===== src/rtl/bdl_pkg.sv =====
// ----------------------------------------------------------------------------
// Brace depth lexer package
// Shared widths, lexer mode codes, character codes and the report type.
// ----------------------------------------------------------------------------
`default_nettype none

package bdl_pkg;

  // Counter widths.
  localparam int DEPTH_WIDTH = 16;
  localparam int LINE_WIDTH  = 32;

  // Saturation bounds of the signed depth counter.
  localparam logic signed [DEPTH_WIDTH-1:0] DEPTH_MAX = {1'b0, {(DEPTH_WIDTH-1){1'b1}}};
  localparam logic signed [DEPTH_WIDTH-1:0] DEPTH_MIN = {1'b1, {(DEPTH_WIDTH-1){1'b0}}};
  localparam logic [LINE_WIDTH-1:0] LINE_MAX = {LINE_WIDTH{1'b1}};

  // Report queue depth between the front and the back.
  localparam int QDEPTH = 2;
  localparam int QPTR_W = (QDEPTH > 1) ? $clog2(QDEPTH) : 1;
  localparam int QCNT_W = $clog2(QDEPTH + 1);

  // Lexer mode codes.
  localparam logic [3:0] M_NORMAL    = 4'd0;
  localparam logic [3:0] M_SLASH     = 4'd1;
  localparam logic [3:0] M_R         = 4'd2;
  localparam logic [3:0] M_RQUOTE    = 4'd3;
  localparam logic [3:0] M_LINECMT   = 4'd4;
  localparam logic [3:0] M_BLOCK     = 4'd5;
  localparam logic [3:0] M_BLOCKSTAR = 4'd6;
  localparam logic [3:0] M_RAW       = 4'd7;
  localparam logic [3:0] M_RAWPAREN  = 4'd8;
  localparam logic [3:0] M_STR       = 4'd9;
  localparam logic [3:0] M_STRESC    = 4'd10;
  localparam logic [3:0] M_CHR       = 4'd11;
  localparam logic [3:0] M_CHRESC    = 4'd12;

  // ASCII codes the lexer looks for.
  localparam logic [7:0] CH_LBRACE    = 8'h7B;
  localparam logic [7:0] CH_RBRACE    = 8'h7D;
  localparam logic [7:0] CH_BACKSLASH = 8'h5C;
  localparam logic [7:0] CH_NEWLINE   = 8'h0A;
  localparam logic [7:0] CH_UPPER_R   = 8'h52;
  localparam logic [7:0] CH_STAR      = 8'h2A;
  localparam logic [7:0] CH_SLASH     = 8'h2F;
  localparam logic [7:0] CH_DQUOTE    = 8'h22;
  localparam logic [7:0] CH_SQUOTE    = 8'h27;
  localparam logic [7:0] CH_LPAREN    = 8'h28;
  localparam logic [7:0] CH_RPAREN    = 8'h29;

  // Report kinds.
  localparam logic KIND_ZERO  = 1'b0;
  localparam logic KIND_FINAL = 1'b1;

  // One queued entry: up to two reports sharing line and depth.
  typedef struct packed {
    logic                          has_zero;
    logic                          has_final;
    logic [LINE_WIDTH-1:0]         line;
    logic signed [DEPTH_WIDTH-1:0] depth;
  } report_t;

endpackage

`default_nettype wire


===== src/rtl/bdl_front.sv =====
// ----------------------------------------------------------------------------
// Brace depth lexer front: keeps depth and line counts, queues reports.
// Lexes one byte per cycle while the report queue has space.
// ----------------------------------------------------------------------------
`default_nettype none

module bdl_front (
  input  wire                   clk_i,
  input  wire                   rst_ni,
  input  wire                   valid_i,
  output logic                  ready_o,
  input  wire  [7:0]            byte_i,
  input  wire                   last_i,
  input  wire                   space_i,
  output logic                  push_o,
  output bdl_pkg::report_t      entry_o
);

  logic [3:0]                             mode_q, mode_d;
  logic signed [bdl_pkg::DEPTH_WIDTH-1:0] depth_q, depth_d;
  logic [bdl_pkg::LINE_WIDTH-1:0]         line_q, line_d;
  logic [3:0]                             base_mode;
  logic                                   resolved;
  logic                                   open_br, close_br;
  logic                                   hit_zero;
  logic                                   fire;

  assign ready_o = space_i;
  assign fire    = valid_i && space_i;

  // Resolve pending prefix modes, then lex the byte in the base mode.
  always_comb begin
    mode_d    = mode_q;
    base_mode = mode_q;
    resolved  = 1'b0;
    open_br   = 1'b0;
    close_br  = 1'b0;
    case (mode_q)
      bdl_pkg::M_SLASH: begin
        if (byte_i == bdl_pkg::CH_SLASH) begin
          mode_d = bdl_pkg::M_LINECMT; resolved = 1'b1;
        end else if (byte_i == bdl_pkg::CH_STAR) begin
          mode_d = bdl_pkg::M_BLOCK; resolved = 1'b1;
        end else begin
          base_mode = bdl_pkg::M_NORMAL;
        end
      end
      bdl_pkg::M_R: begin
        if (byte_i == bdl_pkg::CH_DQUOTE) begin
          mode_d = bdl_pkg::M_RQUOTE; resolved = 1'b1;
        end else begin
          base_mode = bdl_pkg::M_NORMAL;
        end
      end
      bdl_pkg::M_RQUOTE: begin
        if (byte_i == bdl_pkg::CH_LPAREN) begin
          mode_d = bdl_pkg::M_RAW; resolved = 1'b1;
        end else begin
          base_mode = bdl_pkg::M_STR;
        end
      end
      bdl_pkg::M_BLOCKSTAR: begin
        if (byte_i == bdl_pkg::CH_SLASH) begin
          mode_d = bdl_pkg::M_NORMAL; resolved = 1'b1;
        end else begin
          base_mode = bdl_pkg::M_BLOCK;
        end
      end
      bdl_pkg::M_RAWPAREN: begin
        if (byte_i == bdl_pkg::CH_DQUOTE) begin
          mode_d = bdl_pkg::M_NORMAL; resolved = 1'b1;
        end else begin
          base_mode = bdl_pkg::M_RAW;
        end
      end
      bdl_pkg::M_LINECMT: begin
        mode_d   = (byte_i == bdl_pkg::CH_NEWLINE) ? bdl_pkg::M_NORMAL : bdl_pkg::M_LINECMT;
        resolved = 1'b1;
      end
      bdl_pkg::M_STRESC: begin
        mode_d = bdl_pkg::M_STR; resolved = 1'b1;
      end
      bdl_pkg::M_CHR: begin
        if (byte_i == bdl_pkg::CH_BACKSLASH) begin
          mode_d = bdl_pkg::M_CHRESC;
        end else if (byte_i == bdl_pkg::CH_SQUOTE) begin
          mode_d = bdl_pkg::M_NORMAL;
        end else begin
          mode_d = bdl_pkg::M_CHR;
        end
        resolved = 1'b1;
      end
      bdl_pkg::M_CHRESC: begin
        mode_d = bdl_pkg::M_CHR; resolved = 1'b1;
      end
      bdl_pkg::M_NORMAL, bdl_pkg::M_STR, bdl_pkg::M_BLOCK, bdl_pkg::M_RAW: begin
        base_mode = mode_q;
      end
      default: begin
        base_mode = bdl_pkg::M_NORMAL;
      end
    endcase

    if (!resolved) begin
      case (base_mode)
        bdl_pkg::M_STR: begin
          if (byte_i == bdl_pkg::CH_BACKSLASH) begin
            mode_d = bdl_pkg::M_STRESC;
          end else if (byte_i == bdl_pkg::CH_DQUOTE) begin
            mode_d = bdl_pkg::M_NORMAL;
          end else begin
            mode_d = bdl_pkg::M_STR;
          end
        end
        bdl_pkg::M_BLOCK: begin
          mode_d = (byte_i == bdl_pkg::CH_STAR) ? bdl_pkg::M_BLOCKSTAR : bdl_pkg::M_BLOCK;
        end
        bdl_pkg::M_RAW: begin
          mode_d = (byte_i == bdl_pkg::CH_RPAREN) ? bdl_pkg::M_RAWPAREN : bdl_pkg::M_RAW;
        end
        default: begin
          // Normal code.
          if (byte_i == bdl_pkg::CH_SLASH) begin
            mode_d = bdl_pkg::M_SLASH;
          end else if (byte_i == bdl_pkg::CH_UPPER_R) begin
            mode_d = bdl_pkg::M_R;
          end else if (byte_i == bdl_pkg::CH_DQUOTE) begin
            mode_d = bdl_pkg::M_STR;
          end else if (byte_i == bdl_pkg::CH_SQUOTE) begin
            mode_d = bdl_pkg::M_CHR;
          end else begin
            mode_d   = bdl_pkg::M_NORMAL;
            open_br  = (byte_i == bdl_pkg::CH_LBRACE);
            close_br = (byte_i == bdl_pkg::CH_RBRACE);
          end
        end
      endcase
    end
  end

  // Saturating depth and line counters.
  always_comb begin
    depth_d  = depth_q;
    hit_zero = 1'b0;
    if (open_br && (depth_q != bdl_pkg::DEPTH_MAX)) begin
      depth_d = depth_q + 1'b1;
    end else if (close_br && (depth_q != bdl_pkg::DEPTH_MIN)) begin
      depth_d  = depth_q - 1'b1;
      hit_zero = (depth_q == bdl_pkg::DEPTH_WIDTH'(1));
    end
    line_d = line_q;
    if ((byte_i == bdl_pkg::CH_NEWLINE) && (line_q != bdl_pkg::LINE_MAX)) begin
      line_d = line_q + 1'b1;
    end
  end

  // Report entry for this byte.
  always_comb begin
    entry_o.has_zero  = hit_zero;
    entry_o.has_final = last_i;
    entry_o.line      = line_q;
    entry_o.depth     = depth_d;
    push_o            = fire && (hit_zero || last_i);
  end

  // State registers; the final byte returns everything to reset values.
  always_ff @(posedge clk_i or negedge rst_ni) begin
    if (!rst_ni) begin
      mode_q  <= bdl_pkg::M_NORMAL;
      depth_q <= '0;
      line_q  <= bdl_pkg::LINE_WIDTH'(1);
    end else if (fire) begin
      if (last_i) begin
        mode_q  <= bdl_pkg::M_NORMAL;
        depth_q <= '0;
        line_q  <= bdl_pkg::LINE_WIDTH'(1);
      end else begin
        mode_q  <= mode_d;
        depth_q <= depth_d;
        line_q  <= line_d;
      end
    end
  end

endmodule

`default_nettype wire


===== src/rtl/bdl_queue.sv =====
// ----------------------------------------------------------------------------
// Brace depth lexer report queue
// Small register FIFO that decouples the lexer front from the output back.
// ----------------------------------------------------------------------------
`default_nettype none

module bdl_queue (
  input  wire                   clk_i,
  input  wire                   rst_ni,
  input  wire                   push_i,
  input  bdl_pkg::report_t      entry_i,
  output logic                  space_o,
  input  wire                   pop_i,
  output logic                  valid_o,
  output bdl_pkg::report_t      entry_o
);

  bdl_pkg::report_t               mem_q [bdl_pkg::QDEPTH];
  logic [bdl_pkg::QPTR_W-1:0]     wr_ptr_q, rd_ptr_q;
  logic [bdl_pkg::QCNT_W-1:0]     count_q;

  assign space_o = (count_q != bdl_pkg::QCNT_W'(bdl_pkg::QDEPTH));
  assign valid_o = (count_q != '0);
  assign entry_o = mem_q[rd_ptr_q];

  // Entry storage.
  always_ff @(posedge clk_i) begin
    if (push_i) begin
      mem_q[wr_ptr_q] <= entry_i;
    end
  end

  // Pointers and fill count.
  always_ff @(posedge clk_i or negedge rst_ni) begin
    if (!rst_ni) begin
      wr_ptr_q <= '0;
      rd_ptr_q <= '0;
      count_q  <= '0;
    end else begin
      if (push_i) begin
        wr_ptr_q <= (wr_ptr_q == bdl_pkg::QPTR_W'(bdl_pkg::QDEPTH - 1)) ? '0 : wr_ptr_q + 1'b1;
      end
      if (pop_i) begin
        rd_ptr_q <= (rd_ptr_q == bdl_pkg::QPTR_W'(bdl_pkg::QDEPTH - 1)) ? '0 : rd_ptr_q + 1'b1;
      end
      if (push_i && !pop_i) begin
        count_q <= count_q + 1'b1;
      end else if (pop_i && !push_i) begin
        count_q <= count_q - 1'b1;
      end
    end
  end

endmodule

`default_nettype wire


===== src/rtl/bdl_back.sv =====
// ----------------------------------------------------------------------------
// Brace depth lexer back
// Output register that unpacks queued entries into one or two reports.
// ----------------------------------------------------------------------------
`default_nettype none

module bdl_back (
  input  wire                   clk_i,
  input  wire                   rst_ni,
  input  wire                   q_valid_i,
  input  bdl_pkg::report_t      q_entry_i,
  output logic                  pop_o,
  output logic                  valid_o,
  input  wire                   ready_i,
  output logic                  kind_o,
  output logic                  last_o,
  output logic [31:0]           line_o,
  output logic [15:0]           depth_o
);

  logic             valid_q;
  logic             second_q;
  bdl_pkg::report_t entry_q;
  logic             show_zero;
  logic             take;
  logic             done;

  // Current report: the zero report comes first when both are present.
  assign show_zero = entry_q.has_zero && !second_q;
  assign kind_o    = show_zero ? bdl_pkg::KIND_ZERO : bdl_pkg::KIND_FINAL;
  assign last_o    = show_zero ? !entry_q.has_final : 1'b1;
  assign line_o    = 32'(entry_q.line);
  assign depth_o   = 16'(entry_q.depth);
  assign valid_o   = valid_q;

  assign take  = valid_q && ready_i;
  assign done  = take && last_o;
  assign pop_o = q_valid_i && (!valid_q || done);

  // Output register and second-report flag.
  always_ff @(posedge clk_i or negedge rst_ni) begin
    if (!rst_ni) begin
      valid_q  <= 1'b0;
      second_q <= 1'b0;
    end else begin
      if (pop_o) begin
        valid_q  <= 1'b1;
        second_q <= 1'b0;
      end else if (done) begin
        valid_q  <= 1'b0;
        second_q <= 1'b0;
      end else if (take) begin
        second_q <= 1'b1;
      end
    end
  end

  always_ff @(posedge clk_i) begin
    if (pop_o) begin
      entry_q <= q_entry_i;
    end
  end

endmodule

`default_nettype wire


===== src/rtl/brace_depth_lexer_top.sv =====
// ----------------------------------------------------------------------------
// Brace depth lexer top level
// Tracks brace depth of C++ source text and reports depth-zero and end events.
// ----------------------------------------------------------------------------
// Usage:
//   Source bytes arrive on the s_axis channel, one byte per request, with
//   tlast marking the final byte of a text. Comments, string and char
//   literals and plain raw strings are skipped; braces elsewhere move a
//   saturating signed depth. Reports leave on the m_axis channel: tuser is
//   the kind (zero reached or final depth), tdata carries line and depth,
//   and tlast marks the last report caused by one input byte.
//   The lexer takes one byte every cycle while the report queue has space;
//   its mode and counters update with each accepted byte. A report passes
//   through the report queue and then the back's output register before
//   tvalid rises. A byte causing both reports leaves as two transfers,
//   which the two-entry report queue absorbs. When the receiver stalls the
//   queue fills and s_axis_tready drops only once it is full.
//   Reset puts the lexer in normal code mode with depth zero and line one;
//   the same happens after every byte marked last.
// ----------------------------------------------------------------------------
`default_nettype none

module brace_depth_lexer_top (
  input  wire         clk_i,
  input  wire         rst_ni,
  input  wire         s_axis_tvalid,
  output logic        s_axis_tready,
  input  wire  [7:0]  s_axis_tdata,   // [7:0] data_byte
  input  wire         s_axis_tlast,   // end_of_text
  output logic        m_axis_tvalid,
  input  wire         m_axis_tready,
  output logic [47:0] m_axis_tdata,   // [31:0] line_number, [47:32] brace_depth
  output logic        m_axis_tuser,   // [0] report_kind
  output logic        m_axis_tlast    // last_of_run
);

  logic             space;
  logic             push;
  logic             pop;
  logic             q_valid;
  bdl_pkg::report_t push_entry;
  bdl_pkg::report_t q_entry;
  logic [31:0]      line_num;
  logic [15:0]      depth_val;

  bdl_front u_front (
    .clk_i   (clk_i),
    .rst_ni  (rst_ni),
    .valid_i (s_axis_tvalid),
    .ready_o (s_axis_tready),
    .byte_i  (s_axis_tdata),
    .last_i  (s_axis_tlast),
    .space_i (space),
    .push_o  (push),
    .entry_o (push_entry)
  );

  bdl_queue u_queue (
    .clk_i   (clk_i),
    .rst_ni  (rst_ni),
    .push_i  (push),
    .entry_i (push_entry),
    .space_o (space),
    .pop_i   (pop),
    .valid_o (q_valid),
    .entry_o (q_entry)
  );

  bdl_back u_back (
    .clk_i     (clk_i),
    .rst_ni    (rst_ni),
    .q_valid_i (q_valid),
    .q_entry_i (q_entry),
    .pop_o     (pop),
    .valid_o   (m_axis_tvalid),
    .ready_i   (m_axis_tready),
    .kind_o    (m_axis_tuser),
    .last_o    (m_axis_tlast),
    .line_o    (line_num),
    .depth_o   (depth_val)
  );

  assign m_axis_tdata = {depth_val, line_num};

  // A final-depth report always closes its run.
  assert property (@(posedge clk_i) disable iff (!rst_ni)
    (m_axis_tvalid && (m_axis_tuser == bdl_pkg::KIND_FINAL)) |-> m_axis_tlast)
    else $error("final report without tlast");

  // A zero report carries depth zero.
  assert property (@(posedge clk_i) disable iff (!rst_ni)
    (m_axis_tvalid && (m_axis_tuser == bdl_pkg::KIND_ZERO)) |-> (m_axis_tdata[47:32] == 16'd0))
    else $error("zero report with nonzero depth");

  // A zero report that does not close its run is followed by the final report.
  assert property (@(posedge clk_i) disable iff (!rst_ni)
    (m_axis_tvalid && m_axis_tready && (m_axis_tuser == bdl_pkg::KIND_ZERO) && !m_axis_tlast)
    |=> (m_axis_tvalid && (m_axis_tuser == bdl_pkg::KIND_FINAL)))
    else $error("missing final report after zero report");

  // The back never pops an empty queue.
  assert property (@(posedge clk_i) disable iff (!rst_ni) pop |-> q_valid)
    else $error("pop from empty report queue");

endmodule

`default_nettype wire


===== config.mk =====
export PLATFORM = sky130hd
export DESIGN_NAME = brace_depth_lexer_top
export DESIGN_NICKNAME = d
export VERILOG_FILES = /design/src/rtl/bdl_pkg.sv /design/src/rtl/bdl_front.sv /design/src/rtl/bdl_queue.sv /design/src/rtl/bdl_back.sv /design/src/rtl/brace_depth_lexer_top.sv
export SDC_FILE = /design/constraint.sdc
export NUM_CORES = 1
export LEC_CHECK = 0
export ABC_AREA = 1
export CAP_MARGIN = 25
export CORE_ASPECT_RATIO = 1.2
export CORE_MARGIN = 5
export CORE_UTILIZATION = 38
export DETAILED_ROUTE_END_ITERATION = 12
export DONT_BUFFER_PORTS = 1
export PLACE_DENSITY = 0.49
export SYNTH_ARGS = -nofsm -noshare
export SYNTH_HDL_FRONTEND = slang
export SYNTH_SLANG_ARGS = --single-unit

===== constraint.sdc =====
create_clock -name clk_i -period 5.3 [get_ports clk_i]
set_input_delay 0.53 -clock clk_i [delete_from_list [all_inputs] [get_ports clk_i]]
set_output_delay 0.53 -clock clk_i [all_outputs]
set_load 0.005 [all_outputs]

Word level (Yosys, flattened, before mapping)
Memory sizes are Yosys's and may differ from the RTL's. A register that Yosys moved wholly into a read port is not among the register bits. Index checks and enable logic that the tools add are counted.

Output and inout port bits: 52. RAM bits: 100. Word-level logic and storage cells: 149. Register bits after elaboration: 58. Memories: 1.

Memory list: u_queue.mem_q (depth 2, bits a word 50, rd ports 1, clocked after memory_dff 1, write ports 1, line bdl_queue.sv:18) `bdl_pkg::report_t mem_q [bdl_pkg::QDEPTH];`.

Multiplexer cells: 66. Eq/ne operators: 37. Reductions and logical operators: 30. $add $sub $neg: 7.

Operator list (count): $mux 4 (23); $mux 32 (2); $eq 8x6->1 const B (6); $mux 16 (3); $pmux 4 s9 (1); $add 32x1->32 const B (1); $eq 8x7->1 const B (4); $ne 16x16->1 const B (2); $ne 32x32->1 const B (1); $mux 1 (30); $eq 4x3->1 const B (6); $eq 4x4->1 const B (6); $pmux 4 s6 (1); $add 16x1->16 const B (1); $eq 16x2->1 const B (1); $ne 4x4->1 const B (4); $sub 16x1->16 const B (1); $pmux 4 s3 (1); $logic_and 1x1->1 (11); $ne 11x11->1 const B (1); $eq 4x2->1 const B (2); $eq 8x4->1 const B (1); $reduce_bool 2->1 (4); $reduce_or 8->1 (1); 18 further kinds (26).

Logic depth before layout (Yosys ltp)
Gate-level depths: netlist of run 1.

Depth after elaboration: 17. Depth in mapped cells: 20. Gate-level depth less buffers: 20.

Hierarchy
From an unflattened synthesis of run 1, not the netlist that was laid out.

Cell total of the unflattened synthesis: 1018. Area, all modules: 10552.6 µm².

Modules (own cells, without submodules): bdl_front (sequential area each 1302.5 µm², cells each 723, area each 4501.8 µm², instances 1); bdl_queue (sequential area each 3103.0 µm², cells each 181, area each 4067.7 µm², instances 1); bdl_back (sequential area each 1551.5 µm², cells each 114, area each 1983.2 µm², instances 1).

Worst setup path before layout of run 1
Ideal clock, no wire load.

Path kind: input to register. Start: input s_axis_tdata[4]. End: memory u_queue.mem_q[1][0] (netlist name), enable pin. Setup slack: 963 ps. Setup time: 458 ps. Required time: 4842 ps. Cell stages on the path: 15. Arrival time: 3879 ps. Cells stage by stage: inv_1 > nand2_2 > nor2_8 > nand2_2 > nand2_2 > nand3_1 > nor2_2 > nor2_1 > nor2_4 > nand3_4 > inv_2 > nand2_1 > nand2_1 > nand2_1 > nor2_1.

Longest elaborated chain between the ends: 15.

Ends and longest elaborated chain: start, declared (line brace_depth_lexer_top.sv:28) `input wire [7:0] s_axis_tdata,`; $eq 8x6->1 (line bdl_front.sv:42) `end else if (byte_i == bdl_pkg::CH_STAR) begin`; $mux 4 (line bdl_front.sv:42); $mux 4 (line bdl_front.sv:40) `if (byte_i == bdl_pkg::CH_SLASH) begin`; $pmux 4 s6 (line bdl_front.sv:38) `case (mode_q)`; $eq 4x4->1 or $eq 4x3->1 (tied branches) (line bdl_front.sv:105) `case (base_mode)`; $reduce_or 3->1 (no line); $mux 1 (line bdl_front.sv:105); $mux 1 (line bdl_front.sv:104) `if (!resolved) begin`; $logic_and 1x1->1 (line bdl_front.sv:147) `end else if (close_br && (depth_q != bdl_pkg::DEPTH_MIN)) begin`; $mux 1 (line bdl_front.sv:147); $mux 1 (*) (line bdl_front.sv:145) `if (open_br && (depth_q != bdl_pkg::DEPTH_MAX)) begin`; $logic_or 1x1->1 (*) (line bdl_front.sv:163) `push_o = fire && (hit_zero || last_i);`; $logic_and 1x1->1 (*) (line bdl_front.sv:163); $mux 1 (*) (line bdl_queue.sv:28) `if (push_i) begin`; $mux 1 (not written as such) (*) (line bdl_queue.sv:29) `mem_q[wr_ptr_q] <= entry_i;`; end, declared (line bdl_queue.sv:18).

Mark *: on every way between the ends. The rest lies on a longest branch, timed or not.

Worst setup path after layout of run 1
Start: register u_front.mode_q[3]. End: memory u_queue.mem_q[1][34] (netlist name), enable pin.

Longest elaborated chain between the ends: 14.

Ends and longest elaborated chain: start, declared (line bdl_front.sv:19) `logic [3:0] mode_q, mode_d;`; start signal, assigned (line bdl_front.sv:169) `mode_q <= bdl_pkg::M_NORMAL;`; start signal, assigned (line bdl_front.sv:174) `mode_q <= bdl_pkg::M_NORMAL;`; start signal, assigned (line bdl_front.sv:178) `mode_q <= mode_d;`; $eq 4x4->1, or another cell as far along (line bdl_front.sv:38); $reduce_or 8->1 (no line) or $mux 4 (tied branches); $pmux 4 s6 (line bdl_front.sv:38); $eq 4x4->1 or $eq 4x3->1 (tied branches) (line bdl_front.sv:105); $reduce_or 3->1 (no line); $mux 1 (line bdl_front.sv:105); $mux 1 (line bdl_front.sv:104); $logic_and 1x1->1 (line bdl_front.sv:147); $mux 1 (line bdl_front.sv:147); $mux 1 (*) (line bdl_front.sv:145); $logic_or 1x1->1 (*) (line bdl_front.sv:163); $logic_and 1x1->1 (*) (line bdl_front.sv:163); $mux 1 (*) (line bdl_queue.sv:28); $mux 1 (not written as such) (*) (line bdl_queue.sv:29).

Marks and branches as above.

==> results of run 1 <==
[worst max-delay path, cell delays in order, from the launching register on]
cell	delay, ps
dfrtp_1	430
inv_2	130
nand2_1	110
nor2_2	200
nand3_1	110
nand2_2	110
nor2_1	70
nand2_2	100
nor2_4	50
nor2_4	270
nand3_4	140
inv_2	80
nand2_1	80
nand2_1	80
nand2_1	160
nor2_4	630
buf_12	290
[layout by cell type, fill, tap and decap left out, types with 6 or more instances in the layout]
cell type / Yosys / layout
dfrtp_1: 57 / 56
nand4_1: 29 / 29
nor2_1: 66 / 65
nand2_1: 361 / 361
nand2_2: 17 / 17
inv_1: 115 / 114
nor2_2: 10 / 9
nor4_1: 13 / 13
xor2_1: 12 / 12
o31ai_1: 10 / 10
a21oi_1: 22 / 22
buf_4: 49 / 8
nand3_1: 71 / 71
nor3_1: 31 / 31
edfxtp_1: 150 / 150
o21ai_0: 27 / 27
clkbuf_1: 16 / 6
clkbuf_16: 0 / 23
ha_1: 6 / 6
[cell type report]
type	count	area [um^2]	share of cell area (%)
clock buffers	34	667	6.02
flip-flops and latches	208	5960	53.8
multi-input cells	717	3420	30.8
repair buffers	11	118	1.06
well taps	340	425	3.84
clock inverters	6	37.5	0.339
inverters	122	458	4.13
[kinds of logic (layout without fill, tap and decap cells)]
logic type | count (synthesis) | in the layout
AND/OR/NAND/NOR | 616 | 616
AO/OA/AOI/OAI | 80 | 80
XOR/XNOR | 15 | 15
adder cells (fa/ha/maj) | 6 | 6
buffers and inverters | 195 | 173
flip-flops | 208 | 208
[timing repair]
action	in CTS	in global routing
endpoints found under the hold margin	58	0
hold buffers	2	0
buffers inserted	0	0
[registers in the layout (all words and copies together), names as in the netlist]
| name | count |
|---|---|
| u_front.line_q | 32 |
| u_back.valid_o | 1 |
| u_back.depth_o | 16 |
| u_queue.wr_ptr_q | 1 |
| u_queue.rd_ptr_q | 1 |
| u_front.mode_q | 4 |
| u_back.line_o | 32 |
| u_back.entry_q | 2 |
| u_queue.count_q | 2 |
| u_back.second_q | 1 |
| u_front.depth_q | 16 |
| u_queue.mem_q | 100 |
[through the flow]
step	instance area [um^2]	power, uW	std cells	hold WS [ps]
floorplan	10300	3490	1120	234
global placement	10300	3660	1396	237
detailed placement	10300	3650	1396	237
CTS	11100	5180	1438	99.1
global route	11100	5390	1438	96.3
finish	11100	5060	1438	127
[layer usage]
layer	global-route usage, %	vias up	part of all wire, %
met5	0	-	0
li1	-	3595	-
met4	4.80	0	2.4
met3	1.95	36	3.3
met1	20.6	3309	46
met2	26.6	150	49
[how the worst max path moves through the flow]
stage | cells past startpoint | slack, ps | startpoint | to
2_1_floorplan | 15 | 960 | s_axis_tdata[4] | u_queue.mem_q[1][0]
3_3_place_gp | 16 | 1820 | s_axis_tdata[4] | u_queue.mem_q[1][19]
3_5_place_dp | 16 | 1750 | s_axis_tdata[4] | u_queue.mem_q[1][19]
4_1_cts | 16 | 1870 | u_front.mode_q[0] | u_queue.mem_q[1][34]
5_1_grt | 16 | 1650 | u_front.mode_q[0] | u_queue.mem_q[1][34]
6_report | 16 | 1940 | u_front.mode_q[3] | u_queue.mem_q[1][34]
[report_power, final]
| group | internal, uW | switching [uW] |
|---|---|---|
| clock network | 867 | 609 |
| registers | 2240 | 194 |
| logic | 294 | 859 |
==> reports/metrics.yaml, run 1 <==
worstSetupPathType: "reg2reg"
synth_nets: 1139
n_antenna_cell: 0
drc_errors: 0
core_um2: 26900
h-tree-depth: 1
critPathMaxFanout: 29
avgSynthCellArea_um2: 9.20
drt_iter0_drc: 431
ioPinCount: 65
fin_skew_ps: 16.6
grt_pass1_vias: 6952
cp-end-kind: "flip-flop"
grt_max_degree: 59
clkSinkCount: 208
synthTopCellsByArea: "edfxtp_1 44%, dfrtp_1 14%, nand2_1 13%"
synthMuxAreaShare_pct: 0
setup_tns_ps: 0
synth_xor_area_share_pct: 1.28
clk_latency_ps: 500
synth_top_cell_area_share_pct: 43.7
yosys.area_share.adder_pct: 0.729
synth.most_common_cell: "nand2_1"
ys_top_cells_by_count: "361 x nand2_1, 150 x edfxtp_1, 115 x inv_1"
synth_area_um2: 10300
fin_util_pct: 41.2
netlist_instances: 1120
rrSetupSlack_ps: 1940
worst_pin_slew_ps: 841
cts_resized: 0
yosysSeqAreaShare_pct: 57.8
dp_slack_ps: 1750
yosys_warnings: 0
grt_pass1_wl_um: 38000
yosys.area_share.simple_pct: 26.4
cts_tree: "built"
rr_endpoint: "u_queue.mem_q[1][34]"
portBuffers: 0
routedWlPerCell_um: 16.4
cp_data_required_time_ps: 5490
ff2ff_path_depth: 16
period_minus_slack_ps: 3360
antenna_found_initial: 0
wirelength_um: 23500
hp-start: "s_axis_tlast"
vias_per_cell: 4.93
rsz0062_at_grt: "false"
min_path_type: "in2reg"
synthFlopType: "edfxtp_1"
drv_cap: 0
gr-total-overflow: 0
drv_slew: 0
synth_largest_area_cell: "edfxtp_1"
ant_nets: 0
p_per_area_nw_per_um2: 457
regToRegStartpoint: "u_front.mode_q[3]"
cts_buffers: 22
track_usage_pct: 15.5
die-width_um: 160
synth_compound_area_share_pct: 4.60
clk_pin_slew_ps: 60
ys_ff_latch: 208
async_reset_ff_share_pct: 27.9
die_area_um2: 30500
ir_drop_uv: 195
synth_edf_count: 150
min_to: "u_queue.mem_q[0][48]"
finalCritPeriodShare_pct: 63.4
leakage_uw: 0.00468
max_freq_mhz: 297
synth_top_family_by_area: "simple AND/OR/NAND/NOR gates"
root_buffer: "clkbuf_16"
finalNetCount: 1101
area_delta_synth_final_pct: 7.59
nFillCells: 2649
worstHoldPathCells: 0
hold_violations: 0
worst_setup_path_start_kind: "flip-flop"
cts.path.max_buffers: 3
gp_congestion: 0.881
worstPathArrival_ps: 3550
vias: 7090
synthDistinctLibCells: 45
first_pass_iters: 5
start_util_pct: 38.3
worst_slack_ps: 1940
dieHeight_um: 190
finalSetupViolCount: 0
dpl.hpwl_um: 16700
status: "completed"
row_count: 66
relSlewSlack_pct: 43.2
drive_above_1_share_pct: 7.92
No activity file was read; power rests on OpenSTA's default activity.
==> run 2: changes to the inputs <==
--- a/config.mk
+++ b/config.mk
@@ -5,7 +5,7 @@
 export SDC_FILE = /design/constraint.sdc
 export NUM_CORES = 1
 export LEC_CHECK = 0
-export ABC_AREA = 1
+export ABC_AREA = 0
 export CAP_MARGIN = 25
 export CORE_ASPECT_RATIO = 1.2
 export CORE_MARGIN = 5
==> constraint.sdc (replaced) <==
create_clock -name clk_i -period 3.5 [get_ports clk_i]
set_input_delay 0.35 -clock clk_i [delete_from_list [all_inputs] [get_ports clk_i]]
set_output_delay 0.35 -clock clk_i [all_outputs]
set_load 0.005 [all_outputs]
==> reports/metrics.yaml, run 2 <==
status: "completed"
min_to: "u_front.depth_q[4]"
start_util_pct: 38.1
synth_top_family_by_area: "simple AND/OR/NAND/NOR gates"
synth_top_cell_area_share_pct: 45.2
ys_ff_latch: 208
avgSynthCellArea_um2: 12.3
dp_cells: 1081
dieHeight_um: 187
p_per_area_nw_per_um2: 755
drive_above_1_share_pct: 17.5
core_um2: 26100
drt_iter0_drc: 387
ff2ff_path_depth: 12
cts_buffers: 22
gr-total-overflow: 0
cp_data_required_time_ps: 3920
relSlewSlack_pct: 38.7
hold_violations: 0
synth_nets: 828
synth_xor_area_share_pct: 3.78
row_count: 65
synth_area_um2: 9950
worstPathArrival_ps: 3510
worstSetupPathType: "reg2reg"
netlist_instances: 809
yosysSeqAreaShare_pct: 59.8
wl_met3_um: 956
drc_errors: 0
grt_max_degree: 59
holdWs_ps: 56.6
top_layer: "met4"
critPathMaxFanout: 11
max_freq_mhz: 324
die_area_um2: 29500
first_pass_iters: 5
portBuffers: 0
clkSinkCount: 208
ioPinCount: 65
clk_pin_slew_ps: 70
clk_latency_ps: 500
period_minus_slack_ps: 3090
wirelength_um: 21400
dpl.hpwl_um: 14500
yosys.area_share.adder_pct: 0.754
hp-start: "s_axis_tlast"
cts_tree: "built"
synthTopCellsByArea: "edfxtp_1 45%, dfrtp_1 14%, mux2_2 5.7%"
regToRegStartpoint: "u_front.depth_q[2]"
finalNetCount: 793
cp-end-kind: "flip-flop"
vias_per_cell: 5.39
root_buffer: "clkbuf_16"
synth_compound_area_share_pct: 8.27
drv_cap: 0
finalCritPeriodShare_pct: 88.2
yosys_warnings: 0
async_reset_ff_share_pct: 27.9
synthFlopType: "edfxtp_1"
layout_commonest_cell: "edfxtp_1"
cts.path.max_buffers: 3
rrSetupSlack_ps: 410
ant_nets: 0
worstHoldPathCells: 2
track_usage_pct: 14.5
grt_pass1_wl_um: 34600
dr_wl_met2_um: 11100
top_register: "u_queue.mem_q"
vias: 6068
h-tree-depth: 1
min_path_type: "in2reg"
ir_drop_uv: 266
rsz0062_at_grt: "false"
synth_largest_area_cell: "edfxtp_1"
finalSetupViolCount: 0
ys_top_cells_by_count: "150 x edfxtp_1, 61 x nor2_1, 57 x dfrtp_1"
layout_common_cells: "150 x edfxtp_1, 59 x nor2_1, 56 x dfrtp_1"
worst_pin_slew_ps: 907
synthMuxAreaShare_pct: 6.96
fin_skew_ps: 15.4
grt_pass1_vias: 6163
final_cells: 1125
antenna_found_initial: 0
n_antenna_cell: 0
rr_endpoint: "u_queue.count_q[1]"
largest_reg_flops: 100
leakage_uw: 0.00382
yosys.area_share.simple_pct: 14.3
met1_length_um: 8850
synth_edf_count: 150
routedWlPerCell_um: 19.1
die-width_um: 158
worst_setup_path_start_kind: "flip-flop"
gp_congestion: 0.844
synthDistinctLibCells: 72
area_delta_synth_final_pct: 9.63
synth.most_common_cell: "edfxtp_1"
drv_slew: 0
[run 2: cell count changes after synthesis, moves of 12 or more]
cell | previous run | this run
nand2_2 | 17 | 1
or3_1 | 0 | 13
nand2_1 | 361 | 52
clkbuf_1 | 16 | 36
xnor2_1 | 3 | 25
mux2i_1 | 0 | 13
nand4_1 | 29 | 17
a22oi_1 | 0 | 13
nand3_1 | 71 | 22
inv_1 | 115 | 19
mux2_2 | 0 | 50
[run 2: report_power, final]
| part | switching (uW) | internal [uW] | leakage [uW] |
|---|---|---|---|
| Combinational | 1130 | 814 | 0.00134 |
| Sequential | 501 | 3430 | 0.00212 |
| Clock | 950 | 1420 | 0.000362 |
[run 2: kinds of logic after synthesis]
| group | Yosys count |
|---|---|
| AND/OR/NAND/NOR | 263 |
| flip-flops | 208 |
| AO/OA/AOI/OAI | 118 |
| buffers and inverters | 108 |
| multiplexers | 63 |
| XOR/XNOR | 43 |
| adder cells (fa/ha/maj) | 6 |
[run 2: worst max-delay path by stage]
stage,cells past startpoint,start,slack (ps),end
after floorplan,8,s_axis_tdata[4],-310,u_queue.mem_q[0][0]
after global placement,9,s_axis_tdata[4],310,u_queue.mem_q[1][44]
after detailed placement,9,s_axis_tdata[4],270,u_queue.mem_q[1][44]
after CTS,11,u_front.depth_q[2],450,u_queue.count_q[1]
after global routing,12,u_front.depth_q[2],230,u_queue.count_q[1]
final,12,u_front.depth_q[2],410,u_queue.count_q[1]
[run 2: timing repair]
| item | CTS | global route |
|---|---|---|
| hold endpoints to repair | 74 | 0 |
| hold buffers | 3 | 0 |
| setup buffers | 0 | 0 |
| resized for setup | 0 | 0 |
[run 2: metal layers]
metal  global-route usage [%]  vias up
met5                        0        -
li1                         -     2892
met3                     2.41       40
met2                     25.3      148
met4                     3.87        0
met1                     18.6     2988
[run 2: cell type report]
type                            count  area [um^2]
Timing Repair Buffer               30          305
Clock buffer                       28          624
Multi-Input combinational cell    493         3410
Sequential cell                   208         5960
Clock inverter                     12          124
Inverter                           19         71.3
Tap cell                          335          419
Fill cell                        2413        15200
[run 2: per-stage QoR]
step	total power (uW)	instance area, um^2	setup TNS, ps	worst slack (ps)	util, %
after floorplan	5530	9960	-31120	-311	-
after CTS	8370	10900	0	449	41.7
after detailed placement	5930	10100	0	267	38.7
after global routing	8710	10900	0	227	41.8
final	8240	10900	0	414	41.8
after global placement	5900	10100	0	309	38.6
[run 2: worst max-delay path, stage by stage, from the launching register on]
cell,delay (ps)
dfrtp_1,490
or4_1,700
nor3_2,370
a311oi_1,190
inv_1,180
a211oi_1,80
o21ai_1,150
buf_4,180
inv_1,60
ha_1,200
xor2_1,140
nor2_1,120
xor2_1,150
==> run 3: changes to the inputs <==
--- a/config.mk
+++ b/config.mk
@@ -12,6 +12,7 @@
 export CORE_UTILIZATION = 38
 export DETAILED_ROUTE_END_ITERATION = 12
 export DONT_BUFFER_PORTS = 1
+export MAX_ROUTING_LAYER = met4
 export PLACE_DENSITY = 0.49
 export SYNTH_ARGS = -nofsm -noshare
 export SYNTH_HDL_FRONTEND = slang
==> reports/metrics.yaml, run 3 (synthesis results as in run 2) <==
max_freq_mhz: 321
gp_congestion: 0.830
dieHeight_um: 187
hold_violations: 0
dpl.hpwl_um: 14800
row_count: 65
worst_setup_path_start_kind: "flip-flop"
finalNetCount: 796
leakage_uw: 0.00384
layout_common_cells: "150 x edfxtp_1, 59 x nor2_1, 56 x dfrtp_1"
final_cells: 1128
cp-end-kind: "flip-flop"
min_to: "u_back.second_q"
ant_nets: 0
drc_errors: 0
h-tree-depth: 1
core_um2: 26100
track_usage_pct: 15.3
ioPinCount: 65
hp-start: "m_axis_tready"
die-width_um: 158
setup_tns_ps: 0
grt_pass1_wl_um: 35100
cp_data_required_time_ps: 3910
first_pass_iters: 6
status: "completed"
finalCritPeriodShare_pct: 89.0
drive_above_1_share_pct: 17.3
vias: 6121
wirelength_um: 21700
drt_iter0_drc: 327
start_util_pct: 38.1
area_delta_synth_final_pct: 9.95
fin_skew_ps: 11.1
regToRegStartpoint: "u_front.depth_q[2]"
worstHoldPathCells: 3
layout_commonest_cell: "edfxtp_1"
drv_cap: 0
rrSetupSlack_ps: 390
ir_drop_uv: 375
largest_reg_flops: 100
critPathMaxFanout: 11
vias_per_cell: 5.43
grt_pass1_vias: 6234
drv_slew: 0
clkSinkCount: 208
rsz0062_at_grt: "false"
cts_buffers: 23
ff2ff_path_depth: 10
clk_pin_slew_ps: 60
cts.path.max_buffers: 3
rr_endpoint: "u_queue.count_q[1]"
gr-total-overflow: 0
n_antenna_cell: 0
top_register: "u_queue.mem_q"
dp_cells: 1083
portBuffers: 0
clk_latency_ps: 490
antenna_found_initial: 0
root_buffer: "clkbuf_16"
cts_tree: "built"
min_path_type: "in2reg"
power_uw: 8300
worst_pin_slew_ps: 893
period_minus_slack_ps: 3110
die_area_um2: 29500
grt_max_degree: 59
routedWlPerCell_um: 19.3
worstPathArrival_ps: 3520
worstSetupPathType: "reg2reg"
finalSetupViolCount: 0
relSlewSlack_pct: 40.3
p_per_area_nw_per_um2: 758
-- run 3: changes by cell type in the layout (fill, tap and decap cells not counted), sizes merged --
cell      change
clkinv        +1
bufinv        +1
clkinvlp      -2
buf           +3
-- run 3: worst max-delay path, cell delays in order, from the launching register on --
cell      delay, ps
dfrtp_1         470
or4_1           670
nor3_2          260
a311oi_1        150
inv_1           140
a211oi_1         80
o21ai_1         470
inv_1           100
ha_1            350
nor2_1          150
xor2_1          170
-- run 3: how the worst max path moves through the flow --
stage,from,endpoint,slack (ps),cells past startpoint
detailed placement,s_axis_tdata[4],u_queue.mem_q[0][20],260,9
finish,u_front.depth_q[2],u_queue.count_q[1],390,10
global route,u_front.depth_q[2],u_queue.count_q[1],130,10
CTS,u_front.depth_q[2],u_queue.count_q[1],360,10
global placement,s_axis_tdata[4],u_queue.mem_q[0][24],270,9
floorplan,s_axis_tdata[4],u_queue.mem_q[0][0],-310,8
-- run 3: metrics by stage --
step	worst slack (ps)	utilization [%]	hold slack (ps)	area, um^2
after floorplan	-311	-	54.4	9960
after global placement	269	38.7	56.9	10100
after detailed placement	261	38.8	57.4	10100
after CTS	361	41.8	34.4	10900
after global routing	125	41.9	46.8	10900
final	386	41.9	70.1	10900
-- run 3: layout make-up --
type	count	area, um^2
sequential	208	5960
inverter	19	71.3
clock inverter	12	143
fill	2398	15200
multi-input combinational	493	3410
tap	335	419
timing repair buffer	32	335
clock buffer	29	608
-- run 3: repair_timing --
| action | 4_1_cts | 5_1_grt |
|---|---|---|
| setup buffers | 0 | 0 |
| gates resized for setup | 0 | 0 |
| endpoints found under the hold margin | 74 | 0 |
| hold buffers | 3 | 0 |
-- run 3: report_power, final --
group          total [uW]  internal (uW)  switching [uW]  leakage (uW)
registers            3930           3430             501       0.00212
clock network        2400           1450             943      0.000367
logic                1970            823            1150       0.00135
total                8300           5710            2590       0.00384
-- run 3: routing by layer --
metal / up-vias / share of wire [%] / GRT usage (%)
met5: - / 0 / -
met4: 0 / 3.0 / 4.93
met3: 43 / 4.5 / 2.48
met2: 157 / 51 / 25.3
met1: 3015 / 42 / 19.1
li1: 2906 / - / -
